**config.mk**
```make
export PLATFORM = sky130hd
export DESIGN_NAME = pss_ctrl
export DESIGN_NICKNAME = d
export VERILOG_FILES = /design/src/hdl/pss_pkg.sv /design/src/hdl/pss_ctrl.sv
export SDC_FILE = /design/constraint.sdc
export NUM_CORES = 1
export LEC_CHECK = 0
export BUFFER_PORTS_ARGS = -buffer_cell sky130_fd_sc_hd__buf_2
export CAP_MARGIN = 20
export CORE_AREA = 8 8 45 47
export DETAILED_ROUTE_END_ITERATION = 7
export DIE_AREA = 0 0 53 55
export MAX_ROUTING_LAYER = met4
export PLACE_DENSITY_LB_ADDON = 0.15
export SYNTH_ARGS = -nofsm -noshare
export SYNTH_HDL_FRONTEND = slang
export SYNTH_SLANG_ARGS = --single-unit
```
**constraint.sdc**
```tcl
create_clock -name clk_i -period 3.2 [get_ports clk_i]
set_input_delay 0.48 -clock clk_i [delete_from_list [all_inputs] [get_ports clk_i]]
set_output_delay 0.48 -clock clk_i [all_outputs]
set_load 0.005 [all_outputs]
```
**src/hdl/pss_pkg.sv**
```systemverilog
// Shared constants, opcodes and controller/datapath command and status types.
package pss_pkg;

  localparam int SCREEN_SIZE_DEF   = 512;
  localparam int FRACTION_BITS_DEF = 16;

  localparam int COORD_W  = 9;
  localparam int LEFT_O_W = 10;
  localparam int OP_W     = 2;

  localparam logic [OP_W-1:0] OP_CLEAR    = 2'd0;
  localparam logic [OP_W-1:0] OP_ADD_EDGE = 2'd1;
  localparam logic [OP_W-1:0] OP_READ_ROW = 2'd2;

  typedef struct packed {
    logic latch;      // capture request fields
    logic setup;      // order endpoints, load walk registers
    logic div_start;  // launch slope division
    logic walk_en;    // visit one row
    logic clr_en;     // clear one table entry
    logic rd_issue;   // read requested row
  } cmd_t;

  typedef struct packed {
    logic clr_last;
    logic horizontal;
    logic div_done;
    logic walk_last;
  } status_t;

endpackage

```
**src/hdl/pss_ctrl.sv**
```systemverilog
// Controller state machine: clear sweep, edge division and walk, row read.
module pss_ctrl (
  input  logic                         clk_i,
  input  logic                         rst_ni,
  input  logic                         start_i,
  input  logic [pss_pkg::OP_W-1:0]     opcode_i,
  input  pss_pkg::status_t             status_i,
  output pss_pkg::cmd_t                cmd_o,
  output logic                         busy_o,
  output logic                         result_valid_o
);

  typedef enum logic [6:0] {
    S_IDLE  = 7'b0000001,
    S_CLEAR = 7'b0000010,
    S_SETUP = 7'b0000100,
    S_DIV   = 7'b0001000,
    S_WALK  = 7'b0010000,
    S_DRAIN = 7'b0100000,
    S_READ  = 7'b1000000
  } state_e;

  state_e state_q, state_d;

  always_comb begin
    state_d = state_q;
    cmd_o   = '0;
    unique case (state_q)
      S_IDLE: begin
        if (start_i) begin
          cmd_o.latch = 1'b1;
          unique case (opcode_i)
            pss_pkg::OP_CLEAR:    state_d = S_CLEAR;
            pss_pkg::OP_ADD_EDGE: state_d = S_SETUP;
            pss_pkg::OP_READ_ROW: begin
              cmd_o.rd_issue = 1'b1;
              state_d        = S_READ;
            end
            default:              state_d = S_IDLE;
          endcase
        end
      end
      S_CLEAR: begin
        cmd_o.clr_en = 1'b1;
        if (status_i.clr_last) state_d = S_IDLE;
      end
      S_SETUP: begin
        cmd_o.setup = 1'b1;
        if (status_i.horizontal) begin
          state_d = S_IDLE;
        end else begin
          cmd_o.div_start = 1'b1;
          state_d         = S_DIV;
        end
      end
      S_DIV: begin
        if (status_i.div_done) state_d = S_WALK;
      end
      S_WALK: begin
        cmd_o.walk_en = 1'b1;
        if (status_i.walk_last) state_d = S_DRAIN;
      end
      S_DRAIN: state_d = S_IDLE;
      S_READ:  state_d = S_IDLE;
      default: state_d = S_IDLE;
    endcase
  end

  always_ff @(posedge clk_i or negedge rst_ni) begin
    if (!rst_ni) begin
      state_q <= S_CLEAR;
    end else begin
      state_q <= state_d;
    end
  end

  assign busy_o         = state_q != S_IDLE;
  assign result_valid_o = state_q == S_READ;

endmodule

```
==> metrics.txt <==
post-CTS resize count 0; # DRC 0; CTS max path bufs 2; commonest non-fill, non-tap cell in the layout buf_2; Critical Path AT about 1.7 ns; FF-to-FF Start state_q[1]$_DFFE_PN1P_; sequential area share after synthesis 36.7%; io pins 17; NumNets Final 79; # H-tree levels 1; Initial Util 34.7%; syn avg cell area just over 9 um2; area of the multi-input gates 283 um2; Synth Area in Adders 0%; Worst EP required 2.72 ns; syn_nets 61; Synth warnings 0; 1st-pass router iterations 4; vias per inst ~5.4; layout cells sized above 1 34.8%; met3 Use GR 1.87%; GRT Resource Usage Total 9.52%; share of the synthesized area in the top cell type between 30% and 40%; critical path's largest stage delay roughly 0.47 ns; Comb pwr share a little over a third; GRT overflow 0; Final setup viols 0; area post-placement 567 um2; crit path kind register to output pin; Most Crowded Layer GR met2; sw power approximately 0.12 mW; Setup Fix Bufs, Post-CTS 0; worst slew pin tran 0.384 ns; Yosys cell types 27; worst IR drop on VDD 258 uV; CTS tree built; largest registers state_q (7); met2 Track Usage GR 15.0%; RSZ-0062 raised after global routing no; final critical-path share of the clock period 67.9%; Hold Fails Final Rpt 0; Max Cap Viol 0; drt initial violations 14; Sequential cell area 176 um2; family with the most delay on the worst path simple AND/OR/NAND/NOR gates; Final HPWL DP 1010 um; TritonCTS Sinks 7; total CTS buffers 3; FF-to-FF path depth 4; XOR/XNOR Fraction of Synth Area 1.82%; final instance area slightly below 600 um2; Worst-path clk slew 0.05 ns; FF-to-FF End state_q[0]$_DFFE_PN0P_; first-pass GRT wire length 2010 um; worst reg2reg setup slack 1.50 ns; Hold Path Class primary input to async pin; Fmax achieved 460 MHz; total power density per cell area roughly 540 nW/um2; routed length per placed instance 14.7 um; synth top area cells dfrtp_1, nor2_1, dfstp_2; chip width 53 um; Compound-Gate Fraction of Synth Area 19.8%; Root Driver clkbuf_4; Final ANT Viol Nets 0; final slew viol count 0; Final TNS setup 0 ns; routability cong. roughly 0.84; relative slew slack 74.4%; #FFs+latches synth 7; number of global-route vias before repair 451; critical path buffer and inverter count 1; Largest register FFs 7; Crit. End Element output pin; Top reg by flops state_q; DIE AREA 2920 um2; Worst Skew 0.00402 ns; Post-Syn Instances 52; Ant. Diodes 0; Worst Setup Start Kind register; commonest non-fill, non-tap cells in the layout buf_2, nor2_1, dfrtp_1; fillers 156; Cell Chain, Critical Path nor4_4 > nand4_1 > nor3b_1 > buf_2; final wirelength 1250 um; I/O Buffers 16; Synth area leader dfrtp_1; Area Overhead vs Synth 23.4%; ys async rst share 100%; Cell Area, Synth slightly below 500 um2; Clock power frac 24.1%; largest family of logic cells by synthesized area simple AND/OR/NAND/NOR gates; min cycle time layout 2.17 ns; die height around 55 um; mux share of post-synthesis cell area 0%; Core ar. 1380 um2; outcome complete, no violations; Critical Path Fanout Max 7; vias post-DR 455; slowest cell on the critical path dfrtp_1; hold_buf cts 0; Switching Share 36.9%; Post-synth EDFFs 0; M1 GR Usage a little over a tenth; part of the power in registers between 30% and 40%; initial antenna violation count 0; Power Internal 0.201 mW; pin count of the biggest net entering global routing 12; clk_lat worst skew 0.24 ns; Synth Area in Simple Gates a little under two fifths; # rows 14; Leakage 0.288 nW; commonest register cell after synthesis dfrtp_1
## cells by family (layout without fill, tap and decap cells)
group | Yosys count | count (layout)
and+or+nand+nor | 29 | 29
DFF | 7 | 7
AOI/OAI and AO/OA | 10 | 10
buffers and inverters | 5 | 22
xor gates and xnor gates | 1 | 1
## Yosys cell counts (all sizes together), types with 2 or more instances
cell   instances
nor3           2
nor3b          3
nor4b          2
and3           2
inv            2
a21oi          3
nor4           4
buf            2
nor2           8
dfrtp          6
nand2          2
nand3          2
o32ai          2
## worst max-delay path by stage
stage / startpoint / endpoint / slack [ns] / cells past startpoint
global route: state_q[4]$_DFFE_PN0P_ / cmd_o[0] / 0.91 / 4
global placement: state_q[4]$_DFFE_PN0P_ / cmd_o[0] / 1.32 / 4
floorplan: state_q[4]$_DFFE_PN0P_ / cmd_o[0] / 1.44 / 4
CTS: state_q[4]$_DFFE_PN0P_ / cmd_o[0] / 1.02 / 4
detailed placement: state_q[4]$_DFFE_PN0P_ / cmd_o[0] / 1.31 / 4
finish: state_q[4]$_DFFE_PN0P_ / cmd_o[0] / 1.03 / 4
## power groups by stage
stage	Clock (mW)	Combinational (mW)	Sequential, mW
after floorplan	0	0.0954	0.109
after global placement	0	0.116	0.128
after detailed placement	0	0.116	0.129
after CTS	0.0819	0.117	0.127
after global routing	0.0863	0.129	0.129
final	0.0767	0.115	0.127
## final cells by class
type                    count  share of cell area, %
multi-input cells          40                   47.7
clock buffers               4                   4.43
well taps                  16                   3.38
repair buffers             16                   13.5
flip-flops and latches      7                   29.7
inverters                   2                   1.27
## worst reg2reg max path, stage by stage, from the launching register on
cell and delay [ns]:
dfstp_2 0.66, nor4_4 0.07, a2111o_1 0.44, a2111oi_2 0.31, o21ai_1 0.10
## metrics by stage
stage               hold slack, ns  power, mW  setup slack (ns)  util [%]  std cells
detailed placement           0.319      0.245              1.31      41.0         81
floorplan                    0.184      0.204              1.44         -         52
global placement             0.323      0.244              1.32      41.0         81
CTS                         0.0495      0.326              1.02      42.9         85
finish                      0.0544      0.318              1.03      42.9         85
global route                0.0518      0.345             0.910      42.9         85
## per-layer routing
metal | up-vias | routed length [um] | share of wire [%]
met3 | 2 | 50 | 4.0
li1 | 233 | - | -
met1 | 210 | 561 | 45
met4 | 0 | 12 | 0.96
met2 | 10 | 623 | 50
met5 | - | 0 | 0
No activity file was read; power rests on OpenSTA's default activity.
